<file path="config.mk">
export PLATFORM = sky130hd
export DESIGN_NAME = binary_neighbor_count_filter
export DESIGN_NICKNAME = d
export VERILOG_FILES = /design/src/rtl/bncf_pkg.sv /design/src/rtl/binary_neighbor_count_filter.sv
export SDC_FILE = /design/constraint.sdc
export NUM_CORES = 2
export LEC_CHECK = 0
export BUFFER_PORTS_ARGS = -buffer_cell sky130_fd_sc_hd__buf_2
export CORE_MARGIN = 2
export CORE_UTILIZATION = 35
export DETAILED_ROUTE_END_ITERATION = 8
export PLACE_DENSITY_LB_ADDON = 0.25
export SLEW_MARGIN = 20
export SYNTH_ARGS = -nofsm -noshare
export SYNTH_HDL_FRONTEND = slang
export SYNTH_SLANG_ARGS = --single-unit
</file>
<file path="constraint.sdc">
create_clock -name clk -period 34.1 [get_ports clk]
set_input_delay 1.705 -clock clk [delete_from_list [all_inputs] [get_ports clk]]
set_output_delay 1.705 -clock clk [all_outputs]
set_load 0.01 [all_outputs]
</file>
<file path="src/rtl/bncf_pkg.sv">
// Shared types and constants for the binary neighbor count filter.
// Register indexes, field widths, reset values and the neighbor mask type.
// No dependencies.
`timescale 1ns / 1ps

package bncf_pkg;

  // Configuration port
  localparam int CFG_IDX_W  = 3;
  localparam int CFG_DATA_W = 11;

  localparam logic [CFG_IDX_W-1:0] CFG_IMAGE_WIDTH     = 3'd0;
  localparam logic [CFG_IDX_W-1:0] CFG_IMAGE_HEIGHT    = 3'd1;
  localparam logic [CFG_IDX_W-1:0] CFG_WHITE_THRESHOLD = 3'd2;
  localparam logic [CFG_IDX_W-1:0] CFG_MIN_NEIGHBORS   = 3'd3;
  localparam logic [CFG_IDX_W-1:0] CFG_BORDER_MARGIN   = 3'd4;

  // Register reset values
  localparam logic [CFG_DATA_W-1:0] RST_IMAGE_WIDTH  = 11'd640;
  localparam logic [CFG_DATA_W-1:0] RST_IMAGE_HEIGHT = 11'd480;
  localparam logic [7:0]            RST_THRESHOLD    = 8'd127;
  localparam logic [3:0]            RST_MIN_NB       = 4'd4;
  localparam logic [3:0]            RST_MARGIN       = 4'd5;

  // Request field codes and widths
  localparam logic OP_PIXEL = 1'b0;
  localparam logic OP_FLUSH = 1'b1;
  localparam int   PIX_W    = 8;

  localparam logic [PIX_W-1:0] VALUE_WHITE = 8'd255;
  localparam logic [PIX_W-1:0] VALUE_BLACK = 8'd0;

  // Which neighbor directions lie inside the image
  typedef struct packed {
    logic up;
    logic down;
    logic left;
    logic right;
  } nb_mask_t;

endpackage

</file>
<file path="src/rtl/binary_neighbor_count_filter.sv">
// Binary 3x3 neighbor count filter over a raster pixel stream.
// Top level: line store memory, counters, window and output register.
// Depends on bncf_pkg.
`timescale 1ns / 1ps

// The block takes one request per clock (a pixel, or a flush after the
// image) and gives at most one filtered pixel per request. Each pixel is
// reduced to a white bit and kept in a MAX_WIDTH x 2-bit line store, a
// synchronous memory read in the accept cycle and written back when the
// request leaves the second stage; a same-column access by the next request
// (every request at image width 1, and the first request after an image)
// is forwarded from the write data. Results lag the pixel stream by one row
// plus one pixel, so after the last pixel send image_width + 1 flush
// requests to drain the image; the result for a request goes from the
// second stage registers into the output register and waits in the second
// stage while the output register still holds an unaccepted result. The
// sustained rate is one request per cycle, held back only by out_ready. The
// result with out_last set ends the image and restarts the stream. A flush
// sent while pixels of the image are still expected is dropped. Write width
// or height only while idle; either write restarts the stream.
module binary_neighbor_count_filter #(
  parameter int MAX_WIDTH  = 1024,
  parameter int MAX_HEIGHT = 1024
) (
  input  logic                          clk,
  input  logic                          rst_n,
  // configuration write channel
  input  logic                          cfg_valid,
  output logic                          cfg_ready,
  input  logic [bncf_pkg::CFG_IDX_W-1:0]  cfg_index,
  input  logic [bncf_pkg::CFG_DATA_W-1:0] cfg_data,
  // input channel
  input  logic                          in_valid,
  output logic                          in_ready,
  input  logic                          in_op,
  input  logic [bncf_pkg::PIX_W-1:0]    in_pixel,
  // result channel
  output logic                          out_valid,
  input  logic                          out_ready,
  output logic [bncf_pkg::PIX_W-1:0]    out_value,
  output logic                          out_last
);

  import bncf_pkg::*;

  // Widths derived from the maximum image size
  localparam int CW  = $clog2(MAX_WIDTH);        // column index
  localparam int WW  = $clog2(MAX_WIDTH + 1);    // width value
  localparam int HW  = $clog2(MAX_HEIGHT + 1);   // height value
  localparam int ORW = $clog2(MAX_HEIGHT);       // output row
  localparam int RW  = $clog2(MAX_HEIGHT + 2);   // input row, runs past the image
  localparam int RSW = ((RW > 4) ? RW : 4) + 1;  // row compare width
  localparam int CSW = ((WW > 4) ? WW : 4) + 1;  // column compare width

  function automatic logic [WW-1:0] clamp_w(input logic [CFG_DATA_W-1:0] v);
    logic [WW-1:0] res;
    if (v == '0) begin
      res = WW'(1);
    end else if (int'(v) > MAX_WIDTH) begin
      res = WW'(MAX_WIDTH);
    end else begin
      res = WW'(v);
    end
    return res;
  endfunction

  function automatic logic [HW-1:0] clamp_h(input logic [CFG_DATA_W-1:0] v);
    logic [HW-1:0] res;
    if (v == '0) begin
      res = HW'(1);
    end else if (int'(v) > MAX_HEIGHT) begin
      res = HW'(MAX_HEIGHT);
    end else begin
      res = HW'(v);
    end
    return res;
  endfunction

  // Configuration registers
  logic [WW-1:0] width_r;
  logic [HW-1:0] height_r;
  logic [7:0]    thresh_r;
  logic [3:0]    min_nb_r;
  logic [3:0]    margin_r;

  // Stream counters
  logic [RW-1:0]  in_row_r,  in_row_nxt;
  logic [CW-1:0]  in_col_r,  in_col_nxt;
  logic [ORW-1:0] out_row_r, out_row_nxt;
  logic [CW-1:0]  out_col_r, out_col_nxt;

  // Second stage
  logic           s1_vld_r;
  logic [CW-1:0]  s1_addr_r;
  logic           s1_bit_r;
  logic           s1_emit_r;
  logic           s1_last_r;
  nb_mask_t       s1_nb_r;
  logic           fwd_r;
  logic [1:0]     fwd_data_r;
  logic [1:0]     rd_r;
  logic [5:0]     win_r, win_nxt;

  // Output register
  logic             out_valid_r;
  logic [PIX_W-1:0] out_value_r;
  logic             out_last_r;

  // Line store: bit 1 is the row above, bit 0 the current row
  logic [1:0] line_mem [MAX_WIDTH];

  logic cfg_fire, restart;
  logic in_fire, early_flush, load;
  logic s1_adv;

  // Stage 0 decode
  logic [RSW-1:0] row_x, height_x, margin_rx, orow_p1;
  logic [CSW-1:0] col_x, width_x, margin_cx, ocol_p1;
  logic           in_image, in_margin, pix_bit;
  logic           emit, last;
  nb_mask_t       nb;

  // Stage 1 datapath
  logic       top, mid;
  logic [1:0] src;
  logic [8:0] win9;
  logic [3:0] nb_count;

  assign cfg_ready = 1'b1;
  assign cfg_fire  = cfg_valid && cfg_ready;
  assign restart   = cfg_fire && (cfg_index == CFG_IMAGE_WIDTH ||
                                  cfg_index == CFG_IMAGE_HEIGHT);

  // Stage 1 advances unless its result waits on a full output register
  assign s1_adv   = s1_vld_r && (!s1_emit_r || !out_valid_r || out_ready);
  assign in_ready = !s1_vld_r || s1_adv;
  assign in_fire  = in_valid && in_ready;

  // Classify the request
  always_comb begin
    row_x     = RSW'(in_row_r);
    height_x  = RSW'(height_r);
    margin_rx = RSW'(margin_r);
    col_x     = CSW'(in_col_r);
    width_x   = CSW'(width_r);
    margin_cx = CSW'(margin_r);
    orow_p1   = RSW'(out_row_r) + RSW'(1);
    ocol_p1   = CSW'(out_col_r) + CSW'(1);

    in_image    = row_x < height_x;
    early_flush = in_image && (in_op == OP_FLUSH);
    load        = in_fire && !early_flush;

    in_margin = (row_x < margin_rx) || ((row_x + margin_rx) > height_x) ||
                (col_x < margin_cx) || ((col_x + margin_cx) > width_x);
    pix_bit   = in_image && !in_margin && (in_pixel >= thresh_r);

    emit = (row_x >= RSW'(2)) || (row_x == RSW'(1) && in_col_r != '0);
    last = (orow_p1 >= height_x) && (ocol_p1 >= width_x);

    nb.up    = out_row_r != '0;
    nb.down  = orow_p1 < height_x;
    nb.left  = out_col_r != '0;
    nb.right = ocol_p1 < width_x;
  end

  // Advance the counters
  always_comb begin
    in_row_nxt  = in_row_r;
    in_col_nxt  = in_col_r;
    out_row_nxt = out_row_r;
    out_col_nxt = out_col_r;
    if (emit && last) begin
      in_row_nxt  = '0;
      in_col_nxt  = '0;
      out_row_nxt = '0;
      out_col_nxt = '0;
    end else begin
      if (emit) begin
        if (ocol_p1 >= width_x) begin
          out_col_nxt = '0;
          out_row_nxt = out_row_r + ORW'(1);
        end else begin
          out_col_nxt = out_col_r + CW'(1);
        end
      end
      if ((col_x + CSW'(1)) >= width_x) begin
        in_col_nxt = '0;
        in_row_nxt = in_row_r + RW'(1);
      end else begin
        in_col_nxt = in_col_r + CW'(1);
      end
    end
  end

  // Configuration and counters
  always_ff @(posedge clk) begin
    if (!rst_n) begin
      width_r   <= clamp_w(RST_IMAGE_WIDTH);
      height_r  <= clamp_h(RST_IMAGE_HEIGHT);
      thresh_r  <= RST_THRESHOLD;
      min_nb_r  <= RST_MIN_NB;
      margin_r  <= RST_MARGIN;
      in_row_r  <= '0;
      in_col_r  <= '0;
      out_row_r <= '0;
      out_col_r <= '0;
    end else begin
      if (cfg_fire) begin
        unique case (cfg_index)
          CFG_IMAGE_WIDTH:     width_r  <= clamp_w(cfg_data);
          CFG_IMAGE_HEIGHT:    height_r <= clamp_h(cfg_data);
          CFG_WHITE_THRESHOLD: thresh_r <= cfg_data[7:0];
          CFG_MIN_NEIGHBORS:   min_nb_r <= cfg_data[3:0];
          CFG_BORDER_MARGIN:   margin_r <= cfg_data[3:0];
          default: ;
        endcase
      end
      if (restart) begin
        in_row_r  <= '0;
        in_col_r  <= '0;
        out_row_r <= '0;
        out_col_r <= '0;
      end else if (load) begin
        in_row_r  <= in_row_nxt;
        in_col_r  <= in_col_nxt;
        out_row_r <= out_row_nxt;
        out_col_r <= out_col_nxt;
      end
    end
  end

  // Line store: read on accept, write back when stage 1 advances
  always_ff @(posedge clk) begin
    if (load) begin
      rd_r <= line_mem[in_col_r];
    end
    if (s1_adv) begin
      line_mem[s1_addr_r] <= {mid, s1_bit_r};
    end
  end

  // Stage 1 control
  always_ff @(posedge clk) begin
    if (!rst_n) begin
      s1_vld_r <= 1'b0;
      fwd_r    <= 1'b0;
    end else begin
      if (load) begin
        s1_vld_r <= 1'b1;
        // the entry is still being written by the request ahead
        fwd_r    <= s1_vld_r && (s1_addr_r == in_col_r);
      end else if (s1_adv) begin
        s1_vld_r <= 1'b0;
      end
    end
  end

  // Stage 1 payload
  always_ff @(posedge clk) begin
    if (load) begin
      s1_addr_r <= in_col_r;
      s1_bit_r  <= pix_bit;
      s1_emit_r <= emit;
      s1_last_r <= emit && last;
      s1_nb_r   <= nb;
    end
    if (s1_adv) begin
      fwd_data_r <= {mid, s1_bit_r};
    end
  end

  // Shift the window and count white neighbors
  always_comb begin
    src  = fwd_r ? fwd_data_r : rd_r;
    top  = src[1];
    mid  = src[0];
    win9 = {win_r, top, mid, s1_bit_r};
    // left column 8..6, center 5..3, right 2..0; up, middle, down in each
    nb_count = 4'(win9[8] & s1_nb_r.left & s1_nb_r.up)
             + 4'(win9[7] & s1_nb_r.left)
             + 4'(win9[6] & s1_nb_r.left & s1_nb_r.down)
             + 4'(win9[5] & s1_nb_r.up)
             + 4'(win9[3] & s1_nb_r.down)
             + 4'(win9[2] & s1_nb_r.right & s1_nb_r.up)
             + 4'(win9[1] & s1_nb_r.right)
             + 4'(win9[0] & s1_nb_r.right & s1_nb_r.down);
    win_nxt = s1_last_r ? 6'd0 : win9[5:0];
  end

  always_ff @(posedge clk) begin
    if (!rst_n) begin
      win_r <= '0;
    end else if (restart) begin
      win_r <= '0;
    end else if (s1_adv) begin
      win_r <= win_nxt;
    end
  end

  // Output register
  always_ff @(posedge clk) begin
    if (!rst_n) begin
      out_valid_r <= 1'b0;
    end else if (s1_adv && s1_emit_r) begin
      out_valid_r <= 1'b1;
    end else if (out_ready) begin
      out_valid_r <= 1'b0;
    end
  end

  always_ff @(posedge clk) begin
    if (s1_adv && s1_emit_r) begin
      out_value_r <= (nb_count >= min_nb_r) ? VALUE_WHITE : VALUE_BLACK;
      out_last_r  <= s1_last_r;
    end
  end

  assign out_valid = out_valid_r;
  assign out_value = out_value_r;
  assign out_last  = out_last_r;

endmodule

</file>
==> flow_summary.json <==
{
  "status": "finished, final reports clean",
  "drtPass1Iterations": 5,
  "crit_top_cell": "buf_4",
  "tns_ps": 0,
  "synthArstFlopShare_pct": 0,
  "drt-total-wl_um": 272700,
  "cts_hold_buf": 0,
  "p_per_area_nw_per_um2": 53.25,
  "finClkSkew_ps": 68.70,
  "antenna_found_initial": 16,
  "place_hpwl_um": 155200,
  "cts.sink_count": 2159,
  "leakage_nw": 30.53,
  "synth_compound_area_share_pct": 3.984,
  "synth_common_cells": "2071 x edfxtp_1, 1124 x nor2_1, 457 x mux4_2",
  "ys_ff_latch": 2159,
  "cap_violations": 0,
  "power.total_mw": 5.416,
  "synth_edf_count": 2071,
  "slowest_stage": "buf_4",
  "coreArea_um2": 259000,
  "cp.required_ps": 34720,
  "synth_area_leader_cell": "edfxtp_1",
  "synthDominantCellAreaShare_pct": 68.39,
  "synthCells": 5611,
  "hold_viol": 0,
  "synth_most_common_cell": "edfxtp_1",
  "gr-usage-all-layers_pct": 20.43,
  "die_h_um": 513.7,
  "setup_viol": 0,
  "cts_resized": 0,
  "synth.cell_area_um2": 90930,
  "port_buffers": 38,
  "syn-num-nets": 5750,
  "max_slew_margin_pct": 19.25,
  "synth_cell_types": 82,
  "yosysWarnings": 0,
  "yosysSeqAreaShare_pct": 70.33,
  "fin_crit_sh_pct": 18.36,
  "die_x_um": 513.7,
  "place_inst": 8772,
  "clkTransAtPathRegs_ps": 60,
  "num_vias": 51790,
  "synth_flop_cell": "edfxtp_1",
  "numCtsBuffers": 221,
  "syn_avg_cell_area_um2": 16.21,
  "grt_max_degree": 216,
  "synthAdderAreaFrac_pct": 1.577,
  "final_max_slew_viol_count": 0,
  "core.rowCount": 187,
  "synthTopCellsByArea": "edfxtp_1 68%, mux4_2 11%, nor2_1 4.6%",
  "fmax_ghz": 0.1597,
  "wire_per_inst_um": 29.67,
  "synth_xor_area_share_pct": 0.4912,
  "yosys.area_share.simple_pct": 7.657,
  "tightest_slew_ps": 1207,
  "grt_pass1_vias": 52300,
  "insertion_delay_ps": 880,
  "htree_levels": 4,
  "overflow": 0,
  "synthMuxAreaShare_pct": 13.27,
  "grt_pass1_wl_um": 389100,
  "worstPathArrival_ps": 6880,
  "cpPeakStageDelay_ps": 810,
  "ant_nets": 0,
  "cts.path.max_buffers": 3,
  "clockRootBuffer": "clkbuf_16",
  "fin_nets": 5733,
  "vias_per_cell": 5.633,
  "hp-class": "flip-flop to flip-flop",
  "drc": 0,
  "dieArea_um2": 263900,
  "ios": 40,
  "areaGrowthSynthToFinish_pct": 11.85,
  "finalCriticalPeriod_ps": 6262,
  "synth_top_family_by_area": "multiplexers",
  "tritoncts": "done",
  "crit_chain": "buf_4 > buf_12 > buf_4 > buf_4 > mux4_2 > a22oi_1 > a21oi_1 > a221o_1 > or3_1 > a221oi_1 > o32ai_1",
  "instances_no_fill": 9194,
  "path_class": "flip-flop to flip-flop",
  "worstPathMaxFanout": 89,
  "ir_drop_mv": 0.05074,
  "cts_setup_buffers": 0,
  "globalplace.congestion": 0.8237,
  "whs_ps": 477.2,
  "rsz0062_at_grt": "no",
  "start_util_pct": 35.11,
  "critPathCaptureType": "flip-flop",
  "first_iter_violations": 7165,
  "crit_path_start_kind": "flip-flop",
  "drive_above_1_share_pct": 18.62
}
-- cells by family (layout without fill, tap and decap cells) --
logic type,count (synthesis),count (layout)
AND/OR/NAND/NOR,1654,1654
adder cells (fa/ha/maj),111,111
multiplexers,604,604
AO/OA/AOI/OAI,527,527
XOR/XNOR,51,51
buffers and inverters,504,678
flip-flops,2159,2159
other,1,8
-- report_power, final --
part | switching, mW | internal, mW
clock network | 1.04 | 1.32
logic | 0.0985 | 0.0629
registers | 0.00416 | 2.89
-- state kept, by name (all words and copies together) (netlist names), 4 cells and up --
register / cells
out_col_r: 10
thresh_r: 8
line_mem: 2048
out_row_r: 10
win_r: 6
margin_r: 4
width_r: 11
s1_addr_r: 10
min_nb_r: 4
s1_nb_r: 4
height_r: 11
in_col_r: 10
in_row_r: 11
-- cells in the final DEF, fill, tap and decap left out, types with 16 or more instances in the layout --
master	Yosys	routed
edfxtp_1	2071	2071
nor2_1	1124	1119
mux4_2	457	457
clkbuf_16	0	225
nand2_1	207	172
buf_4	46	149
a21oi_1	114	114
ha_1	105	105
a22oi_1	104	104
mux2i_1	96	96
dfxtp_1	88	82
clkinv_1	1	72
nand3_1	70	70
inv_1	66	66
o21ai_0	61	60
clkinv_2	0	54
nor3_1	40	38
buf_2	53	38
nor2b_1	40	36
mux2_2	35	34
o22ai_1	34	34
xnor2_1	33	33
nand2_2	0	33
clkbuf_1	290	30
o211ai_1	28	28
a221oi_1	28	28
nand4_1	27	27
and3_1	23	23
a21o_1	21	21
a22o_1	21	21
nand2b_1	21	20
xor2_1	18	18
and2_1	18	17
or3_1	17	17
mux4_1	16	16
nand3b_1	16	16
-- metal layers --
layer	vias to the layer above	track usage (%)	wire length (um)	share of wire, %
li1	21700	-	-	-
met1	27400	28.42	113600	42
met2	2256	32.73	129000	47
met3	422	3.671	22040	8.1
met4	8	5.998	8119	3.0
met5	-	0	39	0.014
-- worst paths after layout --
path / start / to / slack [ps] / cells after the start
hold reg to reg: width_r[4] / width_r[4] / 480 / 2
hold / removal: width_r[4] / width_r[4] / 480 / 2
setup reg to reg: in_col_r[0] / rd_r[1] / 27840 / 11
setup / recovery: in_col_r[0] / rd_r[1] / 27840 / 11
-- per-stage QoR --
| step | cell area (um^2) | worst slack, ps | util (%) |
|---|---|---|---|
| global route | 101700 | 27280 | 39.26 |
| finish | 101700 | 27840 | 39.27 |
| floorplan | 90930 | 18070 | - |
| CTS | 101600 | 27700 | 39.24 |
| global placement | 94660 | 27740 | 36.55 |
| detailed placement | 94670 | 27720 | 36.55 |
-- cell type report --
cell class,instances,area (um^2)
fill,23590,157300
antenna,7,17.52
clock buffer,255,5743
tap,3402,4257
sequential,2159,63970
timing repair buffer,197,1499
clock inverter,159,1234
multi-input combinational,2948,24730
inverter,67,251.5
-- critical path, delay by kind of cell, from the launching register on --
family,cells,cell delay (ps)
and+or+nand+nor,1,310
AOI/OAI and AO/OA,5,1430
muxes,1,610
DFF,1,630
buffers and inverters,4,2830
Note: power is estimated with default switching activity, not from simulation.
